## src/rtl/vcb_pkg.sv

```systemverilog
// shared types and constants of the crossfade blend pipeline
// no dependencies; used by every module of the block
`default_nettype none

package vcb_pkg;

  localparam int CH       = 3;
  localparam int PIX_W    = 8;
  localparam int CNT_W    = 16;
  localparam int PROD_W   = PIX_W + CNT_W;
  localparam int DIV_W    = CNT_W + PIX_W - 1;
  localparam int DIV_STEPS  = 2;
  localparam int DIV_STAGES = PIX_W / DIV_STEPS;

  localparam int ADDR_W = 3;
  localparam int DATA_W = 32;
  localparam logic [0:0] REG_FADE = 1'b0;
  localparam logic [CNT_W-1:0] FADE_RESET = CNT_W'(30);

  typedef enum logic [1:0] {
    PH_PASS  = 2'd0,
    PH_BLEND = 2'd1,
    PH_END   = 2'd2
  } phase_t;

  // channel 2 red, 1 green, 0 blue
  typedef logic [CH-1:0][PIX_W-1:0] pix_t;

  typedef struct packed {
    pix_t             a;
    pix_t             b;
    logic [CNT_W-1:0] a_left;
    logic [CNT_W-1:0] b_left;
  } in_word_t;

  typedef struct packed {
    pix_t             a;
    pix_t             b;
    logic [CNT_W-1:0] wa;
    logic [CNT_W-1:0] wb;
    logic [CNT_W-1:0] n;
    phase_t           phase;
    pix_t             byp;
  } prep_t;

  typedef struct packed {
    logic [CH-1:0][PROD_W-1:0] pa;
    logic [CH-1:0][PROD_W-1:0] pb;
    logic [CNT_W-1:0]          n;
    phase_t                    phase;
    pix_t                      byp;
  } mul_t;

  typedef struct packed {
    logic [CH-1:0][PROD_W-1:0] rem;
    logic [CH-1:0][PIX_W-1:0]  quo;
    logic [DIV_W-1:0]          d;
    phase_t                    phase;
    pix_t                      byp;
  } div_t;

endpackage

`default_nettype wire

```

## src/rtl/vcb_prep.sv

```systemverilog
// first stage: phase decode and blend weights
// depends on vcb_pkg
`default_nettype none

module vcb_prep (
  input  wire logic                     clk,
  input  wire logic                     rst,
  input  wire logic                     in_valid,
  output logic                          in_ready,
  input  wire vcb_pkg::in_word_t        in_word,
  input  wire logic [vcb_pkg::CNT_W-1:0] fade,
  output logic                          out_valid,
  input  wire logic                     out_ready,
  output vcb_pkg::prep_t                out_word
);

  vcb_pkg::prep_t word_next;

  always_comb begin
    logic [vcb_pkg::CNT_W-1:0] lmin;
    logic [vcb_pkg::CNT_W-1:0] r;
    lmin = (in_word.a_left < in_word.b_left) ? in_word.a_left : in_word.b_left;
    r    = lmin - vcb_pkg::CNT_W'(1);
    word_next.a  = in_word.a;
    word_next.b  = in_word.b;
    word_next.wa = r;
    word_next.wb = fade - r;
    word_next.n  = fade;
    if (in_word.a_left > fade) begin
      word_next.phase = vcb_pkg::PH_PASS;
      word_next.byp   = in_word.a;
    end else if (in_word.a_left != '0 && in_word.b_left != '0) begin
      word_next.phase = vcb_pkg::PH_BLEND;
      word_next.byp   = '0;
    end else begin
      word_next.phase = vcb_pkg::PH_END;
      word_next.byp   = '0;
    end
  end

  assign in_ready = !out_valid || out_ready;

  always_ff @(posedge clk) begin
    if (rst) begin
      out_valid <= 1'b0;
    end else if (in_ready) begin
      out_valid <= in_valid;
    end
  end

  always_ff @(posedge clk) begin
    if (in_ready && in_valid) begin
      out_word <= word_next;
    end
  end

endmodule

`default_nettype wire

```

## src/rtl/vcb_mul.sv

```systemverilog
// weight multiply stage and channel sum stage
// depends on vcb_pkg
`default_nettype none

module vcb_mul (
  input  wire logic           clk,
  input  wire logic           rst,
  input  wire logic           in_valid,
  output logic                in_ready,
  input  wire vcb_pkg::prep_t in_word,
  output logic                out_valid,
  input  wire logic           out_ready,
  output vcb_pkg::div_t       out_word
);

  vcb_pkg::mul_t mul;
  logic          mul_valid;
  logic          mul_ready;
  vcb_pkg::mul_t mul_next;
  vcb_pkg::div_t sum_next;

  always_comb begin
    for (int c = 0; c < vcb_pkg::CH; c++) begin
      mul_next.pa[c] = vcb_pkg::PROD_W'(in_word.a[c]) * vcb_pkg::PROD_W'(in_word.wa);
      mul_next.pb[c] = vcb_pkg::PROD_W'(in_word.b[c]) * vcb_pkg::PROD_W'(in_word.wb);
    end
    mul_next.n     = in_word.n;
    mul_next.phase = in_word.phase;
    mul_next.byp   = in_word.byp;
  end

  always_comb begin
    for (int c = 0; c < vcb_pkg::CH; c++) begin
      sum_next.rem[c] = mul.pa[c] + mul.pb[c];
    end
    sum_next.quo   = '0;
    sum_next.d     = {mul.n, (vcb_pkg::PIX_W-1)'(0)};
    sum_next.phase = mul.phase;
    sum_next.byp   = mul.byp;
  end

  assign in_ready  = !mul_valid || mul_ready;
  assign mul_ready = !out_valid || out_ready;

  always_ff @(posedge clk) begin
    if (rst) begin
      mul_valid <= 1'b0;
      out_valid <= 1'b0;
    end else begin
      if (in_ready) begin
        mul_valid <= in_valid;
      end
      if (mul_ready) begin
        out_valid <= mul_valid;
      end
    end
  end

  always_ff @(posedge clk) begin
    if (in_ready && in_valid) begin
      mul <= mul_next;
    end
    if (mul_ready && mul_valid) begin
      out_word <= sum_next;
    end
  end

endmodule

`default_nettype wire

```

## src/rtl/vcb_div_stage.sv

```systemverilog
// one stage of the restoring divider, two quotient bits per stage
// depends on vcb_pkg
`default_nettype none

module vcb_div_stage (
  input  wire logic          clk,
  input  wire logic          rst,
  input  wire logic          in_valid,
  output logic               in_ready,
  input  wire vcb_pkg::div_t in_word,
  output logic               out_valid,
  input  wire logic          out_ready,
  output vcb_pkg::div_t      out_word
);

  vcb_pkg::div_t word_next;

  always_comb begin
    word_next = in_word;
    for (int k = 0; k < vcb_pkg::DIV_STEPS; k++) begin
      for (int c = 0; c < vcb_pkg::CH; c++) begin
        if (word_next.rem[c] >= vcb_pkg::PROD_W'(word_next.d)) begin
          word_next.rem[c] = word_next.rem[c] - vcb_pkg::PROD_W'(word_next.d);
          word_next.quo[c] = {word_next.quo[c][vcb_pkg::PIX_W-2:0], 1'b1};
        end else begin
          word_next.quo[c] = {word_next.quo[c][vcb_pkg::PIX_W-2:0], 1'b0};
        end
      end
      word_next.d = word_next.d >> 1;
    end
  end

  assign in_ready = !out_valid || out_ready;

  always_ff @(posedge clk) begin
    if (rst) begin
      out_valid <= 1'b0;
    end else if (in_ready) begin
      out_valid <= in_valid;
    end
  end

  always_ff @(posedge clk) begin
    if (in_ready && in_valid) begin
      out_word <= word_next;
    end
  end

endmodule

`default_nettype wire

```

## src/rtl/video_crossfade_blend.sv

```systemverilog
// top level of the crossfade blend: register port, pipeline, result select
// depends on vcb_pkg, vcb_prep, vcb_mul, vcb_div_stage
//
//   channel  handshake          word
//   in       in_valid/in_stall  a_*, b_* bytes, a_frames_left, b_frames_left
//   out      out_valid/out_stall out_red, out_green, out_blue, phase
//   config   apb psel/penable   fade_frames at byte address 0
//
// one word per cycle sustained while out_stall is low; registered stages are decode,
// multiply, sum, then four divider stages of two quotient bits each
// each stage holds its own valid bit and takes a word when it is empty or
// its follower moves, so bubbles close up while the output is stalled
// synchronous reset clears all valid bits and sets fade_frames to 30
`default_nettype none

module video_crossfade_blend (
  input  wire logic                        clk,
  input  wire logic                        rst,
  input  wire logic                        psel,
  input  wire logic                        penable,
  input  wire logic                        pwrite,
  input  wire logic [vcb_pkg::ADDR_W-1:0]  paddr,
  input  wire logic [vcb_pkg::DATA_W-1:0]  pwdata,
  output logic      [vcb_pkg::DATA_W-1:0]  prdata,
  output logic                             pready,
  input  wire logic                        in_valid,
  output logic                             in_stall,
  input  wire logic [vcb_pkg::PIX_W-1:0]   a_red,
  input  wire logic [vcb_pkg::PIX_W-1:0]   a_green,
  input  wire logic [vcb_pkg::PIX_W-1:0]   a_blue,
  input  wire logic [vcb_pkg::PIX_W-1:0]   b_red,
  input  wire logic [vcb_pkg::PIX_W-1:0]   b_green,
  input  wire logic [vcb_pkg::PIX_W-1:0]   b_blue,
  input  wire logic [vcb_pkg::CNT_W-1:0]   a_frames_left,
  input  wire logic [vcb_pkg::CNT_W-1:0]   b_frames_left,
  output logic                             out_valid,
  input  wire logic                        out_stall,
  output logic      [vcb_pkg::PIX_W-1:0]   out_red,
  output logic      [vcb_pkg::PIX_W-1:0]   out_green,
  output logic      [vcb_pkg::PIX_W-1:0]   out_blue,
  output logic      [1:0]                  phase
);

  logic [vcb_pkg::CNT_W-1:0] fade_frames;
  logic                      reg_hit;
  vcb_pkg::in_word_t         in_word;
  logic                      in_ready;
  vcb_pkg::prep_t            prep_word;
  logic                      prep_valid;
  logic                      prep_ready;
  vcb_pkg::div_t             div_word  [vcb_pkg::DIV_STAGES+1];
  logic                      div_valid [vcb_pkg::DIV_STAGES+1];
  logic                      div_ready [vcb_pkg::DIV_STAGES+1];
  vcb_pkg::div_t             last;

  // register port
  assign pready  = 1'b1;
  assign reg_hit = (paddr[vcb_pkg::ADDR_W-1:2] == vcb_pkg::REG_FADE);
  assign prdata  = reg_hit ? vcb_pkg::DATA_W'(fade_frames) : '0;

  always_ff @(posedge clk) begin
    if (rst) begin
      fade_frames <= vcb_pkg::FADE_RESET;
    end else if (psel && penable && pwrite && pready && reg_hit) begin
      fade_frames <= pwdata[vcb_pkg::CNT_W-1:0];
    end
  end

  // pipeline
  assign in_word.a      = {a_red, a_green, a_blue};
  assign in_word.b      = {b_red, b_green, b_blue};
  assign in_word.a_left = a_frames_left;
  assign in_word.b_left = b_frames_left;
  assign in_stall       = !in_ready;

  vcb_prep u_prep (
    .clk       (clk),
    .rst       (rst),
    .in_valid  (in_valid),
    .in_ready  (in_ready),
    .in_word   (in_word),
    .fade      (fade_frames),
    .out_valid (prep_valid),
    .out_ready (prep_ready),
    .out_word  (prep_word)
  );

  vcb_mul u_mul (
    .clk       (clk),
    .rst       (rst),
    .in_valid  (prep_valid),
    .in_ready  (prep_ready),
    .in_word   (prep_word),
    .out_valid (div_valid[0]),
    .out_ready (div_ready[0]),
    .out_word  (div_word[0])
  );

  for (genvar s = 0; s < vcb_pkg::DIV_STAGES; s++) begin : g_div
    vcb_div_stage u_div (
      .clk       (clk),
      .rst       (rst),
      .in_valid  (div_valid[s]),
      .in_ready  (div_ready[s]),
      .in_word   (div_word[s]),
      .out_valid (div_valid[s+1]),
      .out_ready (div_ready[s+1]),
      .out_word  (div_word[s+1])
    );
  end

  // result select
  assign last = div_word[vcb_pkg::DIV_STAGES];
  assign div_ready[vcb_pkg::DIV_STAGES] = !out_stall;
  assign out_valid = div_valid[vcb_pkg::DIV_STAGES];
  assign phase     = last.phase;

  always_comb begin
    vcb_pkg::pix_t px;
    if (last.phase == vcb_pkg::PH_BLEND) begin
      px = last.quo;
    end else begin
      px = last.byp;
    end
    out_red   = px[2];
    out_green = px[1];
    out_blue  = px[0];
  end

endmodule

`default_nettype wire
```

## config.mk

```make
export PLATFORM = sky130hd
export DESIGN_NAME = video_crossfade_blend
export DESIGN_NICKNAME = d
export VERILOG_FILES = /design/src/rtl/vcb_pkg.sv /design/src/rtl/vcb_prep.sv /design/src/rtl/vcb_mul.sv /design/src/rtl/vcb_div_stage.sv /design/src/rtl/video_crossfade_blend.sv
export SDC_FILE = /design/constraint.sdc
export NUM_CORES = 2
export LEC_CHECK = 0
export BUFFER_PORTS_ARGS = -buffer_cell sky130_fd_sc_hd__buf_2
export CORE_MARGIN = 4
export CORE_UTILIZATION = 30
export CTS_CLUSTER_SIZE = 14
export DETAILED_ROUTE_END_ITERATION = 10
export PLACE_DENSITY = 0.55
export SYNTH_ARGS = -nofsm -noshare
export SYNTH_HDL_FRONTEND = slang
export SYNTH_SLANG_ARGS = --single-unit
export TNS_END_PERCENT = 50
```

## constraint.sdc

```tcl
create_clock -name clk -period 19.4 [get_ports clk]
set_clock_uncertainty 0.1 [all_clocks]
set_input_delay 1.94 -clock clk [delete_from_list [all_inputs] [get_ports clk]]
set_output_delay 1.94 -clock clk [all_outputs]
set_load 0.005 [all_outputs]
```

---- Word-level counts from Yosys, hierarchy flattened ----
Cells that the tools add are included.
storage, ports and cells
  flip-flop bits (word level) ............. 873
  bits of input ports ..................... 122
  output and inout bits ................... 61
  logic and storage cells ................. 219
cells by class
  add/sub/neg operators ................... 26
  multipliers ............................. 6
  $lt $le $gt $ge ......................... 26
  equality and inequality tests ........... 1
  multiplexer cells ....................... 50
  bitwise logic cells ..................... 1
  reduce and logical (&&, ||, !) cells .... 29
operators with widths
  operator                                          count
  24-bit two-way mux                                23
  8-bit by 16-bit multiplier with 24-bit output     6
  24-bit adder                                      3
  24-bit by 16-bit >= comparator with 1-bit output  3
  24-bit by 17-bit >= comparator with 1-bit output  3
  24-bit by 18-bit >= comparator with 1-bit output  3
  24-bit by 19-bit >= comparator with 1-bit output  3
  24-bit by 20-bit >= comparator with 1-bit output  3
  24-bit by 21-bit >= comparator with 1-bit output  3
  24-bit by 22-bit >= comparator with 1-bit output  3
  24-bit by 23-bit >= comparator with 1-bit output  3
  24-bit by 17-bit subtractor with 24-bit output    3
  24-bit by 18-bit subtractor with 24-bit output    3
  24-bit by 19-bit subtractor with 24-bit output    3
  24-bit by 20-bit subtractor with 24-bit output    3
  24-bit by 21-bit subtractor with 24-bit output    3
  24-bit by 22-bit subtractor with 24-bit output    3
  24-bit by 23-bit subtractor with 24-bit output    3
  16-bit two-way mux                                2
  16-bit nonzero test                               2
  26-bit two-way mux                                1
  1-bit two-way mux                                 24
  16-bit > comparator                               1
  16-bit less-than comparator                       1
  7 further kinds                                   31

---- Depth between registers and ports, before layout ----
  depth in word-level cells ............... 9
  gate-level depth with buffers ........... 31
  depth with buffers taken out ............ 28

---- By module ----
From an unflattened synthesis, not the netlist that was laid out.
unflattened totals
  cell total of the unflattened synthesis .. 9551
  area total of the unflattened synthesis .. 95773.1 µm²
modules (own cells, without submodules)
  module                              times used  cells each  area each (µm²)  sequential area each (µm²)
  vcb_mul                             1           3649        36994.2          9048.7
  vcb_div_stage (g_div[2].u_div ...)  2           1335        13010.0          4314.1
  vcb_div_stage (g_div[1].u_div)      1           1339        12929.9          4314.1
  vcb_div_stage (g_div[0].u_div)      1           1269        12415.7          4314.1
  vcb_prep                            1           488         6142.1           3683.5
  video_crossfade_blend               1           136         1271.2           320.3

---- Worst setup path after synthesis ----
No wires, ideal clock.
  path kind ............................... input-to-reg
  start ................................... input out_stall
  end ..................................... register u_mul.mul[0] (netlist name) (enable)
  setup time .............................. 0.843 ns
  arrival time ............................ 11.738 ns
  data required time ...................... 18.457 ns
  path slack .............................. 6.718 ns
  stages on the path ...................... 4
  cell sequence ........................... and3_1 > and3_1 > clkbuf_1 > a31oi_1
between the ends
  word-level cells in the longest chain between the ends .. 8
RTL lines
  item                           RTL line                      RTL
  from (decl)                    video_crossfade_blend.sv:37   input wire logic out_stall,
  1-bit zero test                video_crossfade_blend.sv:114  assign div_ready[vcb_pkg::DIV_STAGES] = !out_stall;
  1-bit logical OR (4 in a row)  vcb_div_stage.sv:33           assign in_ready = !out_valid || out_ready;
  1-bit logical OR               vcb_mul.sv:43                 assign mul_ready = !out_valid || out_ready;
  1-bit logical OR               vcb_mul.sv:42                 assign in_ready = !mul_valid || mul_ready;
  1-bit logical AND              vcb_mul.sv:60                 if (in_ready && in_valid) begin
  to (signal assigned)           vcb_mul.sv:61                 mul <= mul_next;
  to (decl)                      vcb_mul.sv:16                 vcb_pkg::mul_t mul;
Every way passes these cells.
A chain may end at the register's enable or synchronous reset.

==> out/qor.yml <==
outcome:
  status: "finished clean"
sta:
  fmax_ghz: 0.125
  hold_slack_ps: 303
  hold_violations: 0
  tightestPinTransition_ps: 1220
  final_max_slew_viol_count: 0
  period_share_pct: 41.1
  setup-tns-final_ps: 0
  setup_viol: 0
  relSlewSlack_pct: 18.7
  layout_min_cycle_time_ps: 7980
  rsz0062_at_grt: "no"
setup_path:
  arrival_ps: 8370
  crit_end: "g_div[2].u_div.out_word[85]"
  setup.worst_path.class: "flip-flop to flip-flop"
  r2r-start: "g_div[1].u_div.out_word[31]"
  crit_path_end_kind: "flip-flop"
  reg2regPathDepth: 26
  crit_start: "g_div[1].u_div.out_word[31]"
  crit_required_ps: 19800
  start_kind: "flip-flop"
  reg2reg_slack_ps: 11420
  critPathMaxFanout: 36
  r2r-end: "g_div[2].u_div.out_word[85]"
synth:
  synthTopCellsByArea: "edfxtp_1, fa_1, ha_1"
  synth_ff_type: "edfxtp_1"
  avgSynthCellArea_um2: 10.1
  synthArstFlopShare_pct: 0
  yosys_register_bits: 873
  synthCells: 7626
  synth_top_cell_by_area: "edfxtp_1"
  syn_area_mm2: 0.0767
  ys_warn_count: 0
  yosysMostFrequentCell: "inv_1"
  synth_top_area_share_pct: 33.3
  synth_edf_count: 850
  seq_area_frac_synth_pct: 33.9
  synth.distinct_cells: 108
  synthTopCellsByCount: "inv_1, edfxtp_1, ha_1"
floorplanning:
  chipWidth_um: 514
  rows: 185
  core_area_mm2: 0.254
  pin_count: 183
  die-area_mm2: 0.264
  start_util_pct: 30.2
  die_height_um: 514
global_routing:
  use_met2_pct: 24.6
  grt.overflow.total: 0
  grt_max_degree: 79
  grt_pass1_vias: 54900
  use_met1_pct: 20.7
  antenna_found_initial: 11
  busiest_layer: "met2"
  grt_use_total_pct: 15.1
  use_met3_pct: 1.78
  grt_pass1_wl_mm: 315
routing:
  dr.pass1.iters: 6
  wl_per_cell_um: 18.0
  drc: 0
  ant_nets: 0
  vias: 54500
  drt_iter0_markers: 3323
  drt_wl_total_mm: 201
  vias_per_cell: 4.87
clock_network:
  cts_tree: "done"
  cts_buffer_depth: 3
  ctsRootBufferMaster: "clkbuf_16"
  clk_pin_slew_ps: 60
  cts_setup_buffers: 0
  cts_sinks: 873
  hold_buffers: 0
  insertion_delay_ps: 740
  cts_buffers: 98
  htree_levels: 3
  cts_resized: 0
power_and_ir_drop:
  p_leak_nw: 35.4
  pwr-share-comb_pct: 62.3
  power.switching_mw: 5.70
  internal_power_mw: 7.19
  seqPwrFrac_pct: 23.2
  power_density_mw_per_mm2: 152
  swShare_pct: 44.2
  ir_drop_mv: 0.196
  p_clk_share_pct: 14.5
final_layout:
  area_growth_pct: 10.4
  nFillCells: 25800
  nets: 9157
  drive_above_1_share_pct: 7.55
placed_design:
  dp_hpwl_mm: 158
  io_buffers: 147
  place_congestion: 0.894
job:
  maxCapViolations: 0
worst_hold_path:
  hold_path.class: "flip-flop to flip-flop"
  timing.hold.worst_path_depth: 0
-- power groups by stage --
stage               sequential [mW]  combinational, mW  clock, mW
global route                   3.01               9.07       2.02
global placement               3.03               7.90          0
finish                         2.98               8.03       1.87
detailed placement             3.03               8.03          0
CTS                            2.99               8.10       1.94
floorplan                      2.90               5.96          0
-- stage by stage --
step	total power, mW	instances	utilization, %	setup slack, ps	area [um2]
final	12.9	11200	33.3	11420	84600
after global routing	14.1	11200	33.3	10760	84600
after CTS	13.0	11200	33.3	11470	84600
after detailed placement	11.1	11000	32.0	11530	81400
after global placement	10.9	11000	32.0	11570	81400
after floorplan	8.86	7641	-	6720	76800
-- registers in the layout (all words and copies together) (netlist names) --
signal / cells
g_div.u_div.out_valid: 4
g_div.u_div.out_word: 428
u_mul.mul: 186
u_prep.out_word: 122
u_prep.out_valid: 1
u_mul.out_valid: 1
u_mul.out_word: 114
u_mul.mul_valid: 1
fade_frames: 16
-- worst min path at each step --
stage                                  end                         from
4_1_cts                      u_mul.mul[34]          u_prep.out_word[34]
3_3_place_gp   g_div[3].u_div.out_word[14]  g_div[2].u_div.out_word[14]
2_1_floorplan   g_div[0].u_div.out_word[0]            u_mul.out_word[0]
5_1_grt                      u_mul.mul[34]          u_prep.out_word[34]
6_report                     u_mul.mul[34]          u_prep.out_word[34]
3_5_place_dp   g_div[0].u_div.out_word[17]           u_mul.out_word[17]
-- routing by layer --
metal	vias up	routed length [um]	part of all wire (%)
li1	26600	-	-
met1	26500	93500	46
met2	1134	91500	46
met3	283	8170	4.1
met4	0	7970	4.0
met5	-	0	0
-- logic make-up (layout without fill, tap and decap cells) --
kind of cell / Yosys count / count (layout) / share of synthesized area [%]
compound gates: 1419 / 1419 / 11.6
xor+xnor: 451 / 451 / 5.15
fa+ha+maj: 1288 / 1288 / 26.2
buf+inv: 1123 / 1314 / 5.73
flops: 873 / 873 / 33.9
mux: 164 / 164 / 2.38
other cells: 2 / 20 / 0.00979
simple gates: 2306 / 2306 / 15.1
-- cells in the final DEF, fill, tap and decap left out, types with 17 or more instances in the layout --
master / Yosys / final
nand2b_1: 80 / 80
or2_2: 23 / 23
xor2_1: 123 / 123
a211oi_1: 30 / 30
fa_1: 529 / 529
nor2_1: 471 / 469
nor4_1: 32 / 32
nand2_1: 620 / 620
nand4_1: 82 / 82
mux2_2: 120 / 120
clkbuf_1: 165 / 18
o21a_1: 51 / 51
nand3_1: 100 / 100
buf_2: 14 / 147
a21o_1: 148 / 148
inv_1: 903 / 903
dfxtp_1: 23 / 23
clkbuf_16: 0 / 98
buf_4: 22 / 81
a31oi_1: 32 / 30
o21bai_1: 42 / 42
conb_1: 2 / 17
nor2b_1: 81 / 78
xnor2_1: 328 / 328
mux2i_1: 31 / 31
clkinv_2: 0 / 18
nor3_1: 134 / 134
a21oi_1: 484 / 484
edfxtp_1: 850 / 850
or3_1: 45 / 45
o31ai_1: 39 / 39
and3_1: 50 / 50
and2_1: 518 / 518
o21ai_0: 332 / 332
or4_1: 22 / 22
a21boi_0: 49 / 46
ha_1: 755 / 755
-- final cells by class --
cell class / instances / area [um2] / share of cell area (%)
multi-input combinational: 5645 / 46500 / 54.9
sequential: 873 / 26000 / 30.7
tap: 3366 / 4210 / 4.98
inverter: 905 / 3400 / 4.01
clock buffer: 116 / 2520 / 2.98
timing repair buffer: 228 / 1340 / 1.59
clock inverter: 65 / 722 / 0.853
antenna: 3 / 7.51 / 0.00887
-- worst max-delay path, stage by stage, from the launching register on --
cell,delay [ps]
edfxtp_1,420
inv_1,340
ha_1,360
o21ai_1,140
a21boi_1,110
o21ai_1,230
a211o_1,220
a31oi_2,130
o41ai_2,570
and2_1,690
inv_1,470
nor2_1,190
a21oi_1,110
fa_1,450
a21o_1,190
a21oi_1,220
o21ai_0,110
a21oi_1,220
o21ai_0,230
a211oi_1,410
o21ai_0,200
nand2_1,100
o2111ai_1,170
nand2b_1,220
or4_1,520
buf_4,260
mux2_4,330
(Power assumes the default switching activity.)
